## src/rtl/core/bsrs_pkg.sv

```systemverilog
// Shared types and codes for the bounded set with rank select.
package bsrs_pkg;

    localparam int unsigned KEY_BITS   = 32;
    localparam int unsigned RANK_BITS  = 4;
    localparam int unsigned COUNT_BITS = 5;
    localparam int unsigned LIMIT_BITS = 5;
    localparam logic [LIMIT_BITS-1:0] LIMIT_RESET = 5'd16;

    typedef enum logic [1:0] {
        ACT_INSERT   = 2'd0,
        ACT_ERASE    = 2'd1,
        ACT_CONTAINS = 2'd2,
        ACT_GET      = 2'd3
    } t_action;

    typedef enum logic [1:0] {
        ST_IDLE,
        ST_CMP,
        ST_UPD
    } t_state;

    typedef enum logic [1:0] {
        UPD_NONE,
        UPD_INSERT,
        UPD_ERASE
    } t_upd;

    typedef struct packed {
        logic cmp_en;
        t_upd upd;
    } t_cell_ctl;

    typedef struct packed {
        t_action               action;
        logic [KEY_BITS-1:0]   key;
        logic [RANK_BITS-1:0]  rank_index;
    } t_in_word;

    typedef struct packed {
        logic                  ok;
        logic [KEY_BITS-1:0]   key_out;
        logic [COUNT_BITS-1:0] item_count;
    } t_out_word;

endpackage

```

## src/rtl/core/bsrs_cell.sv

```systemverilog
// One cell of the sorted key chain: holds a key, compares, shifts.
module bsrs_cell #(
    parameter int unsigned KEY_WIDTH = 32
) (
    input  logic                  i_clk,
    input  bsrs_pkg::t_cell_ctl   i_ctl,
    input  logic [KEY_WIDTH-1:0]  i_key,
    input  logic                  i_valid,
    input  logic [KEY_WIDTH-1:0]  i_left_key,
    input  logic                  i_left_place,
    input  logic [KEY_WIDTH-1:0]  i_right_key,
    output logic [KEY_WIDTH-1:0]  o_key,
    output logic                  o_place,
    output logic                  o_eq
);

    logic [KEY_WIDTH-1:0] r_key;
    logic                 r_place;  // new key goes here or further left
    logic                 r_ge;     // held key at or above the probe
    logic                 r_eq;

    always_ff @(posedge i_clk) begin
        if (i_ctl.cmp_en) begin
            r_place <= !i_valid || (r_key > i_key);
            r_ge    <= i_valid && (r_key >= i_key);
            r_eq    <= i_valid && (r_key == i_key);
        end
    end

    always_ff @(posedge i_clk) begin
        case (i_ctl.upd)
            bsrs_pkg::UPD_INSERT: begin
                if (i_left_place) begin
                    r_key <= i_left_key;
                end else if (r_place) begin
                    r_key <= i_key;
                end
            end
            bsrs_pkg::UPD_ERASE: begin
                if (r_ge) begin
                    r_key <= i_right_key;
                end
            end
            default: begin
            end
        endcase
    end

    assign o_key   = r_key;
    assign o_place = r_place;
    assign o_eq    = r_eq;

endmodule

```

## src/rtl/core/bsrs_chain.sv

```systemverilog
// Row of key cells kept in ascending order, neighbors linked both ways.
module bsrs_chain #(
    parameter int unsigned CAPACITY  = 16,
    parameter int unsigned KEY_WIDTH = 32
) (
    input  logic                                 i_clk,
    input  bsrs_pkg::t_cell_ctl                  i_ctl,
    input  logic [KEY_WIDTH-1:0]                 i_key,
    input  logic [CAPACITY-1:0]                  i_valid,
    output logic [CAPACITY-1:0][KEY_WIDTH-1:0]   o_keys,
    output logic [CAPACITY-1:0]                  o_eq
);

    logic [CAPACITY-1:0] w_place;

    for (genvar g = 0; g < CAPACITY; g++) begin : g_cell
        logic [KEY_WIDTH-1:0] w_left_key;
        logic                 w_left_place;
        logic [KEY_WIDTH-1:0] w_right_key;

        if (g == 0) begin : g_first
            assign w_left_key   = i_key;
            assign w_left_place = 1'b0;
        end else begin : g_mid
            assign w_left_key   = o_keys[g-1];
            assign w_left_place = w_place[g-1];
        end

        if (g == CAPACITY - 1) begin : g_last
            assign w_right_key = o_keys[g];
        end else begin : g_inner
            assign w_right_key = o_keys[g+1];
        end

        bsrs_cell #(
            .KEY_WIDTH (KEY_WIDTH)
        ) u_cell (
            .i_clk        (i_clk),
            .i_ctl        (i_ctl),
            .i_key        (i_key),
            .i_valid      (i_valid[g]),
            .i_left_key   (w_left_key),
            .i_left_place (w_left_place),
            .i_right_key  (w_right_key),
            .o_key        (o_keys[g]),
            .o_place      (w_place[g]),
            .o_eq         (o_eq[g])
        );
    end

endmodule

```

## src/rtl/core/bounded_set_with_rank_select_unit.sv

```systemverilog
// Top level: bounded ordered key set with insert, erase, lookup and rank select.
//
//  channel   direction  handshake               payload
//  input     in         i_valid / o_ready       i_data  (t_in_word)
//  result    out        o_valid / i_ready       o_data  (t_out_word)
//  config    in         i_cfg_we                i_cfg_data (capacity limit)
//
// Each word passes through the idle state that takes it, a compare state in
// which all cells compare the key in parallel, and an update state that
// shifts the chain and loads the result register.
// The control sequencer handles one word at a time.
// A finished result may wait in the output register while the next word is
// taken; the update cycle stalls only while that register is still full.
// Reset empties the set and restores the limit to 16; no clearing pass.
module bounded_set_with_rank_select_unit #(
    parameter int unsigned CAPACITY  = 16,
    parameter int unsigned KEY_WIDTH = 32
) (
    input  logic                                      i_clk,
    input  logic                                      i_rst_n,
    input  logic                                      i_valid,
    output logic                                      o_ready,
    input  bsrs_pkg::t_in_word                        i_data,
    output logic                                      o_valid,
    input  logic                                      i_ready,
    output bsrs_pkg::t_out_word                       o_data,
    input  logic                                      i_cfg_we,
    input  logic [bsrs_pkg::LIMIT_BITS-1:0]           i_cfg_data
);

    localparam int unsigned CNT_W = $clog2(CAPACITY + 1);
    localparam int unsigned CW    = (CNT_W > bsrs_pkg::LIMIT_BITS) ?
                                    CNT_W : bsrs_pkg::LIMIT_BITS;

    bsrs_pkg::t_state    r_state, n_state;
    bsrs_pkg::t_action   r_act;
    logic [KEY_WIDTH-1:0] r_key, w_key_in;
    logic [bsrs_pkg::RANK_BITS-1:0] r_rank;
    logic [CNT_W-1:0]    r_count, n_count;
    logic [bsrs_pkg::LIMIT_BITS-1:0] r_limit;
    logic                r_out_valid;
    bsrs_pkg::t_out_word r_out, n_out;
    logic                w_out_load;
    logic                w_accept;

    bsrs_pkg::t_cell_ctl w_ctl;
    logic [CAPACITY-1:0] w_valid;
    logic [CAPACITY-1:0] w_eq;
    logic [CAPACITY-1:0][KEY_WIDTH-1:0] w_keys;

    logic [CW-1:0]       w_count_ext;
    logic [CW-1:0]       w_limit_eff;
    logic                w_found;
    logic                w_ins_ok;
    logic                w_rank_ok;
    logic [KEY_WIDTH-1:0] w_rank_key;
    logic [bsrs_pkg::KEY_BITS-1:0] w_rank_key_out;

    assign w_accept = i_valid && o_ready;
    assign o_ready  = (r_state == bsrs_pkg::ST_IDLE);
    assign o_valid  = r_out_valid;
    assign o_data   = r_out;

    if (KEY_WIDTH >= bsrs_pkg::KEY_BITS) begin : g_key_wide
        assign w_key_in       = KEY_WIDTH'(i_data.key);
        assign w_rank_key_out = w_rank_key[bsrs_pkg::KEY_BITS-1:0];
    end else begin : g_key_narrow
        assign w_key_in       = i_data.key[KEY_WIDTH-1:0];
        assign w_rank_key_out = bsrs_pkg::KEY_BITS'(w_rank_key);
    end

    assign w_count_ext = CW'(r_count);
    assign w_limit_eff = (CW'(r_limit) < CW'(CAPACITY)) ? CW'(r_limit) : CW'(CAPACITY);
    assign w_found     = |w_eq;
    assign w_ins_ok    = (w_count_ext < w_limit_eff) && !w_found;
    assign w_rank_ok   = CW'(r_rank) < w_count_ext;

    always_comb begin
        for (int i = 0; i < CAPACITY; i++) begin
            w_valid[i] = CW'(i) < w_count_ext;
        end
    end

    // chain is sorted and keys are distinct, so rank equals position
    always_comb begin
        w_rank_key = '0;
        for (int i = 0; i < CAPACITY; i++) begin
            if (CW'(r_rank) == CW'(i)) begin
                w_rank_key = w_keys[i];
            end
        end
    end

    bsrs_chain #(
        .CAPACITY  (CAPACITY),
        .KEY_WIDTH (KEY_WIDTH)
    ) u_chain (
        .i_clk   (i_clk),
        .i_ctl   (w_ctl),
        .i_key   (r_key),
        .i_valid (w_valid),
        .o_keys  (w_keys),
        .o_eq    (w_eq)
    );

    always_ff @(posedge i_clk) begin
        if (!i_rst_n) begin
            r_state <= bsrs_pkg::ST_IDLE;
            r_count <= '0;
        end else begin
            r_state <= n_state;
            r_count <= n_count;
        end
    end

    always_comb begin
        n_state    = r_state;
        n_count    = r_count;
        w_ctl      = '{cmp_en: 1'b0, upd: bsrs_pkg::UPD_NONE};
        w_out_load = 1'b0;
        n_out      = '0;
        n_out.item_count = bsrs_pkg::COUNT_BITS'(r_count);
        unique case (r_state)
            bsrs_pkg::ST_IDLE: begin
                if (w_accept) begin
                    n_state = bsrs_pkg::ST_CMP;
                end
            end
            bsrs_pkg::ST_CMP: begin
                w_ctl.cmp_en = 1'b1;
                n_state      = bsrs_pkg::ST_UPD;
            end
            bsrs_pkg::ST_UPD: begin
                if (!r_out_valid || i_ready) begin
                    w_out_load = 1'b1;
                    n_state    = bsrs_pkg::ST_IDLE;
                    unique case (r_act)
                        bsrs_pkg::ACT_INSERT: begin
                            if (w_ins_ok) begin
                                w_ctl.upd = bsrs_pkg::UPD_INSERT;
                                n_count   = r_count + 1'b1;
                                n_out.ok  = 1'b1;
                            end
                        end
                        bsrs_pkg::ACT_ERASE: begin
                            if (w_found) begin
                                w_ctl.upd = bsrs_pkg::UPD_ERASE;
                                n_count   = r_count - 1'b1;
                                n_out.ok  = 1'b1;
                            end
                        end
                        bsrs_pkg::ACT_CONTAINS: begin
                            n_out.ok = w_found;
                        end
                        bsrs_pkg::ACT_GET: begin
                            if (w_rank_ok) begin
                                n_out.ok      = 1'b1;
                                n_out.key_out = w_rank_key_out;
                            end
                        end
                        default: begin
                        end
                    endcase
                    n_out.item_count = bsrs_pkg::COUNT_BITS'(n_count);
                end
            end
            default: begin
                n_state = bsrs_pkg::ST_IDLE;
            end
        endcase
    end

    always_ff @(posedge i_clk) begin
        if (w_accept) begin
            r_act  <= i_data.action;
            r_key  <= w_key_in;
            r_rank <= i_data.rank_index;
        end
        if (w_out_load) begin
            r_out <= n_out;
        end
    end

    always_ff @(posedge i_clk) begin
        if (!i_rst_n) begin
            r_out_valid <= 1'b0;
        end else if (w_out_load) begin
            r_out_valid <= 1'b1;
        end else if (i_ready) begin
            r_out_valid <= 1'b0;
        end
    end

    always_ff @(posedge i_clk) begin
        if (!i_rst_n) begin
            r_limit <= bsrs_pkg::LIMIT_RESET;
        end else if (i_cfg_we) begin
            r_limit <= i_cfg_data;
        end
    end

    a_count_bound: assert property (@(posedge i_clk) disable iff (!i_rst_n)
        CW'(r_count) <= CW'(CAPACITY))
        else $error("held count above capacity");

    a_eq_single: assert property (@(posedge i_clk) disable iff (!i_rst_n)
        (r_state == bsrs_pkg::ST_UPD) |-> $onehot0(w_eq))
        else $error("key matched in more than one cell");

    a_fail_zero_key: assert property (@(posedge i_clk) disable iff (!i_rst_n)
        (o_valid && !o_data.ok) |-> (o_data.key_out == '0))
        else $error("failed result carries a key");

    a_insert_count: assert property (@(posedge i_clk) disable iff (!i_rst_n)
        (w_ctl.upd == bsrs_pkg::UPD_INSERT) |=> (r_count == $past(r_count) + 1'b1))
        else $error("insert did not bump the count");

    a_accept_seq: assert property (@(posedge i_clk) disable iff (!i_rst_n)
        w_accept |=> (r_state == bsrs_pkg::ST_CMP))
        else $error("accepted word did not start a compare");

endmodule

```

## config.mk

```make
export PLATFORM = sky130hd
export DESIGN_NAME = bounded_set_with_rank_select_unit
export DESIGN_NICKNAME = d
export VERILOG_FILES = /design/src/rtl/core/bsrs_pkg.sv /design/src/rtl/core/bsrs_cell.sv /design/src/rtl/core/bsrs_chain.sv /design/src/rtl/core/bounded_set_with_rank_select_unit.sv
export SDC_FILE = /design/constraint.sdc
export NUM_CORES = 2
export LEC_CHECK = 0
export ABC_CLOCK_PERIOD_IN_PS = 7100
export BUFFER_PORTS_ARGS = -buffer_cell sky130_fd_sc_hd__buf_2
export CAP_MARGIN = 20
export CORE_ASPECT_RATIO = 2
export CORE_MARGIN = 5
export CORE_UTILIZATION = 40
export DETAILED_ROUTE_END_ITERATION = 6
export GPL_TIMING_DRIVEN = 0
export SETUP_SLACK_MARGIN = 0.05
export SYNTH_ARGS = -nofsm -noshare
export SYNTH_HDL_FRONTEND = slang
export SYNTH_SLANG_ARGS = --single-unit
export TNS_END_PERCENT = 20
```

## constraint.sdc

```tcl
create_clock -name i_clk -period 7.1 [get_ports i_clk]
set_input_delay 0 -clock i_clk [delete_from_list [all_inputs] [get_ports i_clk]]
set_output_delay 0 -clock i_clk [all_outputs]
set_load 0.01 [all_outputs]
```

# == After elaboration in Yosys (flattened, before gate mapping) ==
# Index checks and enable logic that the tools add are counted.
# classes
add_sub_neg,2
order_cmp,50
n_eq_ne,70
n_mux,100
reduce_logical,94
# op_table
cell,n
2-to-1 mux 32 bit,62
one-hot mux 32 bit (2 select lines),15
equality test 32 bit,16
greater-than comparator 32 bit,16
>= comparator 32 bit,15
AND reduction 3 bit,15
inequality test 3 bit (second input constant),14
less-than comparator 4 x 5 -> 1 bit (first input constant),8
inequality test 2 bit (second input constant),17
logical AND 1 bit,33
2-to-1 mux 33 bit,1
equality test 4 bit (second input constant),8
2-to-1 mux 5 bit,5
less-than comparator 3 x 5 -> 1 bit (first input constant),4
logical NOT 1 bit,18
logical OR 1 bit,17
equality test 4 x 3 -> 1 bit (second input constant),4
OR reduction 16 bit,1
less-than comparator 1 x 5 -> 1 bit (first input constant),2
less-than comparator 2 x 5 -> 1 bit (first input constant),2
2-to-1 mux 2 bit,5
one-hot mux 5 bit (2 select lines),1
equality test 2 bit (second input constant),4
equality test 4 x 2 -> 1 bit (second input constant),2
17 further kinds,31
# totals
ff_bits,648
in_bits,48
output_inout_bits,40
wordCells,389

# == Longest topological paths before layout ==
# logic_depth
ltp_word,19
depth_mapped,15
mapped_depth_nobuf,11

# == Modules after synthesis ==
# Synthesis repeated with hierarchy kept, for this count alone.
# hier_totals
hier_cells,5160
area_unflattened_um2,49373.6
# modules_own_cells
module,instances,cells_per_inst,area_per_inst_um2,seq_area_each_um2
bsrs_cell (u_chain.g_cell[0].u_cell ...),15,264,2581.2,1051.0
bounded_set_with_rank_select_unit,1,935,8066.5,2542.4
bsrs_cell (u_chain.g_cell[12].u_cell),1,264,2585.0,1051.0
bsrs_chain,1,1,3.8,0.0

# == Worst setup path before layout ==
# Ideal clock, no wire load.
# synth_path
path_type,flip-flop to flip-flop
from,reg r_state[0]
to,"reg u_chain.g_cell[4].u_cell.r_key[0], enable pin"
setup_ns,0.474
arrival_ns,5.233
required_time_ns,6.626
path_slack_ns,1.392
stages_incl_launch_ff,12
n_path_buf,3
period_less_slack_ns,5.708
cell_sequence,dfxtp_1 -> nand2b_1 -> nand2b_1 -> inv_1 -> nand2_1 -> nor2_1 -> inv_1 -> ha_1 -> clkbuf_1 -> clkbuf_1 -> clkbuf_1 -> a221oi_1
# synth_via
elab_chain_cells,5
elab_cells_between_ends,8
cone_classes,eq/ne: 5; mux: 1; reduce/logical: 2
# synth_rtl
element,line,text
start: declaration,bounded_set_with_rank_select_unit.sv:35,"bsrs_pkg::t_state r_state, n_state;"
start signal: assignment,bounded_set_with_rank_select_unit.sv:108,r_state <= bsrs_pkg::ST_IDLE;
start signal: assignment,bounded_set_with_rank_select_unit.sv:111,r_state <= n_state;
equality test 2 bit *,bounded_set_with_rank_select_unit.sv:123,unique case (r_state)
2-to-1 mux 2 bit *,bounded_set_with_rank_select_unit.sv:123,
equality test 2 x 1 -> 1 bit / equality test 2 bit (equally long branches),bsrs_cell.sv:31,case (i_ctl.upd)
inequality test 3 bit (no line) (tied with other cells),--,
AND reduction 3 bit (no line) *,--,
end signal: assignment,bsrs_cell.sv:34,r_key <= i_left_key;
end signal: assignment,bsrs_cell.sv:36,r_key <= i_key;
end signal: assignment,bsrs_cell.sv:41,r_key <= i_right_key;
end: declaration,bsrs_cell.sv:17,logic [KEY_WIDTH-1:0] r_key;
# Every way passes the cells marked *; elsewhere a longest branch is shown, timed or not.
# A chain may end at the register's enable or synchronous reset.

# == Worst setup path in the final report ==
# layout_path
from,reg u_chain.g_cell[1].u_cell.r_eq
to,"reg u_chain.g_cell[1].u_cell.r_key[12], enable pin"
# layout_via
elab_chain_cells,10
elab_cells_between_ends,14
cone_classes,eq/ne: 4; mux: 5; reduce/logical: 5
# layout_rtl
element,line,text
start: declaration,bsrs_cell.sv:20,logic r_eq;
start signal: assignment,bsrs_cell.sv:26,r_eq <= i_valid && (r_key == i_key);
OR reduction 16 bit *,bounded_set_with_rank_select_unit.sv:74,assign w_found = |w_eq;
logical NOT 1 bit,bounded_set_with_rank_select_unit.sv:75,assign w_ins_ok = (w_count_ext < w_limit_eff) && !w_found;
logical AND 1 bit,bounded_set_with_rank_select_unit.sv:75,
2-to-1 mux 1 bit,bounded_set_with_rank_select_unit.sv:139,if (w_ins_ok) begin
one-hot mux 2 bit (2 select lines) *,bounded_set_with_rank_select_unit.sv:137,unique case (r_act)
2-to-1 mux 2 bit *,bounded_set_with_rank_select_unit.sv:134,if (!r_out_valid || i_ready) begin
2-to-1 mux 2 bit *,bounded_set_with_rank_select_unit.sv:123,
equality test 2 x 1 -> 1 bit / equality test 2 bit (equally long branches),bsrs_cell.sv:31,
inequality test 3 bit (no line) (tied with other cells),--,
AND reduction 3 bit (no line) *,--,
end signal: assignment,bsrs_cell.sv:34,
end signal: assignment,bsrs_cell.sv:36,
end signal: assignment,bsrs_cell.sv:41,
end: declaration,bsrs_cell.sv:17,
# Marked as above.

==> impl_metrics.env <==
export IMPL_tritoncts="built"
export IMPL_grt_pass1_wl_mm=330
export IMPL_vias=44000
export IMPL_cts_setup_buffers=0
export IMPL_fin_skew_ns=0.0278
export IMPL_synth_distinct_cells=75
export IMPL_place_inst=6409
export IMPL_critPathCaptureType="flip-flop"
export IMPL_ctsHoldBuffers=57
export IMPL_drive_gt1_frac=0.0847
export IMPL_clk_pin_slew_worst_paths_ns=0.06
export IMPL_clockRootBuffer="clkbuf_16"
export IMPL_syn_nets=5307
export IMPL_h_tree_depth=3
export IMPL_grt_pass1_vias=43200
export IMPL_vias_per_cell=6.64
export IMPL_hp_class="input pin to flip-flop"
export IMPL_synth_area_top_cells="edfxtp_1 (41%), ha_1 (14%), mux2i_1 (11%)"
export IMPL_grt_ovfl_total=0
export IMPL_syn_instance_count=4732
export IMPL_gp_congestion=1.05
export IMPL_utilization=0.458
export IMPL_nNetsFinal=5604
export IMPL_worstMarginPinSlew_ns=1.38
export IMPL_synth_seq_cells=648
export IMPL_synth_edff_count=635
export IMPL_placementRows=177
export IMPL_fp_dieArea_um2=124000
export IMPL_synth_cell_area_um2=46800
export IMPL_finalSetupViolCount=0
export IMPL_setup_tns_ns=0
export IMPL_cp_max_fo=10
export IMPL_first_pass_iters=7
export IMPL_drt_initial_drc_count=5118
export IMPL_slew_headroom=0.0810
export IMPL_synth_top_area_cell="edfxtp_1"
export IMPL_antenna_left=0
export IMPL_synthArstFlopShare=0
export IMPL_arrival_ns=5.95
export IMPL_port_buffer_count=86
export IMPL_drc=0
export IMPL_postRouteWirelength_mm=243
export IMPL_p_leak_nw=21.6
export IMPL_synth_main_ff_cell="edfxtp_1"
export IMPL_hold_ws_ns=0.0150
export IMPL_dieWidth_um=252
export IMPL_core_area_um2=116000
export IMPL_post_drt_wl_per_cell_um=36.7
export IMPL_rsz0062_at_grt="false"
export IMPL_grt_usage=0.378
export IMPL_max_freq_mhz=180
export IMPL_seq_area_frac_synth=0.413
export IMPL_grt_max_degree=33
export IMPL_area_growth_pct=13.7
export IMPL_startpoint_type="flip-flop"
export IMPL_hold_viol_final=0
export IMPL_clockBufferDepth=3
export IMPL_dpl_hpwl_mm=189
export IMPL_finalCriticalPeriod_ns=5.55
export IMPL_peakVddDrop_mv=0.227
export IMPL_finalCritPeriodShare=0.782
export IMPL_cts_sinks=648
export IMPL_start_util=0.403
export IMPL_antenna_found_initial=16
export IMPL_ys_warn_count=0
export IMPL_die_y_um=494
export IMPL_syn_avg_cell_area_um2=9.89
export IMPL_final_cell_count_no_fill=6616
export IMPL_required_ns=7.50
export IMPL_r2r_slack_ns=1.55
export IMPL_maxCapViolations=0
export IMPL_run_status="complete, no violations"
export IMPL_io_pin_count=88
export IMPL_cts_made_buffers=67
export IMPL_path_class="flip-flop to flip-flop"
export IMPL_synth_most_common_cell="o21ai_0"
export IMPL_yosys_area_top_type_share=0.407
export IMPL_cellPowerDensity_nw_per_um2=183
export IMPL_cts_resized=0
export IMPL_final_max_slew_viol_count=0
export IMPL_synthTopCellsByCount="o21ai_0 (682), nand2_1 (650), edfxtp_1 (635), ha_1 (527), mux2i_1 (513)"
export IMPL_clock_latency_ns=0.70
layout make-up:
cell class | instances | area, um^2
fill | 11100 | 63000
multi-input combinational | 3691 | 26100
sequential | 648 | 19300
timing repair buffer | 228 | 2030
tap | 1521 | 1900
clock buffer | 76 | 1750
buffer | 304 | 1280
clock inverter | 42 | 514
inverter | 89 | 334
antenna | 17 | 42.5
worst paths after layout:
kind	from	endpoint	cells after the start
worst min register to register	o_valid$_SDFFE_PN0P_	o_valid$_SDFFE_PN0P_	2
worst max-delay path	u_chain.g_cell[1].u_cell.o_eq$_DFFE_PN_	u_chain.g_cell[1].u_cell.o_key[12]$_DFFE_PP_	15
worst min-delay path	i_data[16]	r_key[12]$_DFFE_PP_	2
worst max register to register	u_chain.g_cell[1].u_cell.o_eq$_DFFE_PN_	u_chain.g_cell[1].u_cell.o_key[12]$_DFFE_PP_	15
sequential cells by signal, indices dropped and copies added (netlist names):
name / flops
r_count: 5
r_act: 2
r_key: 32
u_chain.g_cell.u_cell.o_key: 512
r_rank: 4
u_chain.g_cell.u_cell.o_eq: 16
r_state: 2
r_limit: 5
o_valid: 1
o_data: 38
u_chain.g_cell.u_cell.o_place: 16
u_chain.g_cell.u_cell.r_ge: 15
metal layers:
layer / routed length, um / track usage / vias up
li1: - / - / 18500
met1: 70500 / 0.355 / 21100
met2: 113000 / 0.625 / 2974
met3: 19500 / 0.0783 / 1378
met4: 39700 / 0.454 / 2
met5: 7 / 0 / -
through the flow:
step	setup slack [ns]	cell area, um^2	power, mW
after floorplan	1.39	46800	5.12
after CTS	1.76	53000	9.62
after detailed placement	1.82	50100	5.74
final	1.55	53200	9.75
after global routing	1.33	53200	9.91
after global placement	-2.95	49100	5.68
placed cells by master (no fill, tap or decap), types with 33 or more instances in the layout:
cell	Yosys	final
clkbuf_1	209	216
nand2_1	650	650
buf_2	41	132
inv_1	88	87
edfxtp_1	635	635
dlygate4sd3_1	0	57
buf_1	39	39
nor3_1	70	57
a211oi_1	42	42
buf_6	8	47
o22ai_1	33	33
mux2_2	36	36
a21o_1	64	64
nor2_1	222	220
ha_1	527	527
mux2i_1	513	513
nand3_1	62	62
nand4_1	72	72
nor2b_1	60	57
a21oi_1	306	305
o21ai_0	682	678
clkbuf_16	0	69
cell families (layout without fill, tap and decap cells):
kind of cell	count (synthesis)	count (layout)	share of synthesized area
mux	565	565	0.126
simple gates	1243	1243	0.117
buf+inv	393	739	0.0344
fa+ha+maj	527	527	0.141
other cells	0	17	0
flops	648	648	0.413
compound gates	1356	1356	0.169
where the power goes:
group,switching [mW],internal [mW],leakage (nW)
logic,1.02,0.455,14.6
clock network,1.77,2.19,1.09
registers,0.0742,4.24,5.88
total,2.86,6.88,21.6
worst max-delay path, stage by stage (launching register included):
cell	delay, ns
edfxtp_1	0.38
nor4_1	0.67
nand4_1	0.20
a21o_1	0.33
nor2_1	0.23
inv_1	0.07
ha_1	0.45
clkbuf_1	0.43
clkbuf_1	0.34
buf_8	0.24
clkbuf_1	0.42
nor2b_1	0.30
nor3_2	0.47
buf_6	0.26
buf_6	0.20
buf_6	0.19
Power figures use the tool's default switching activity.
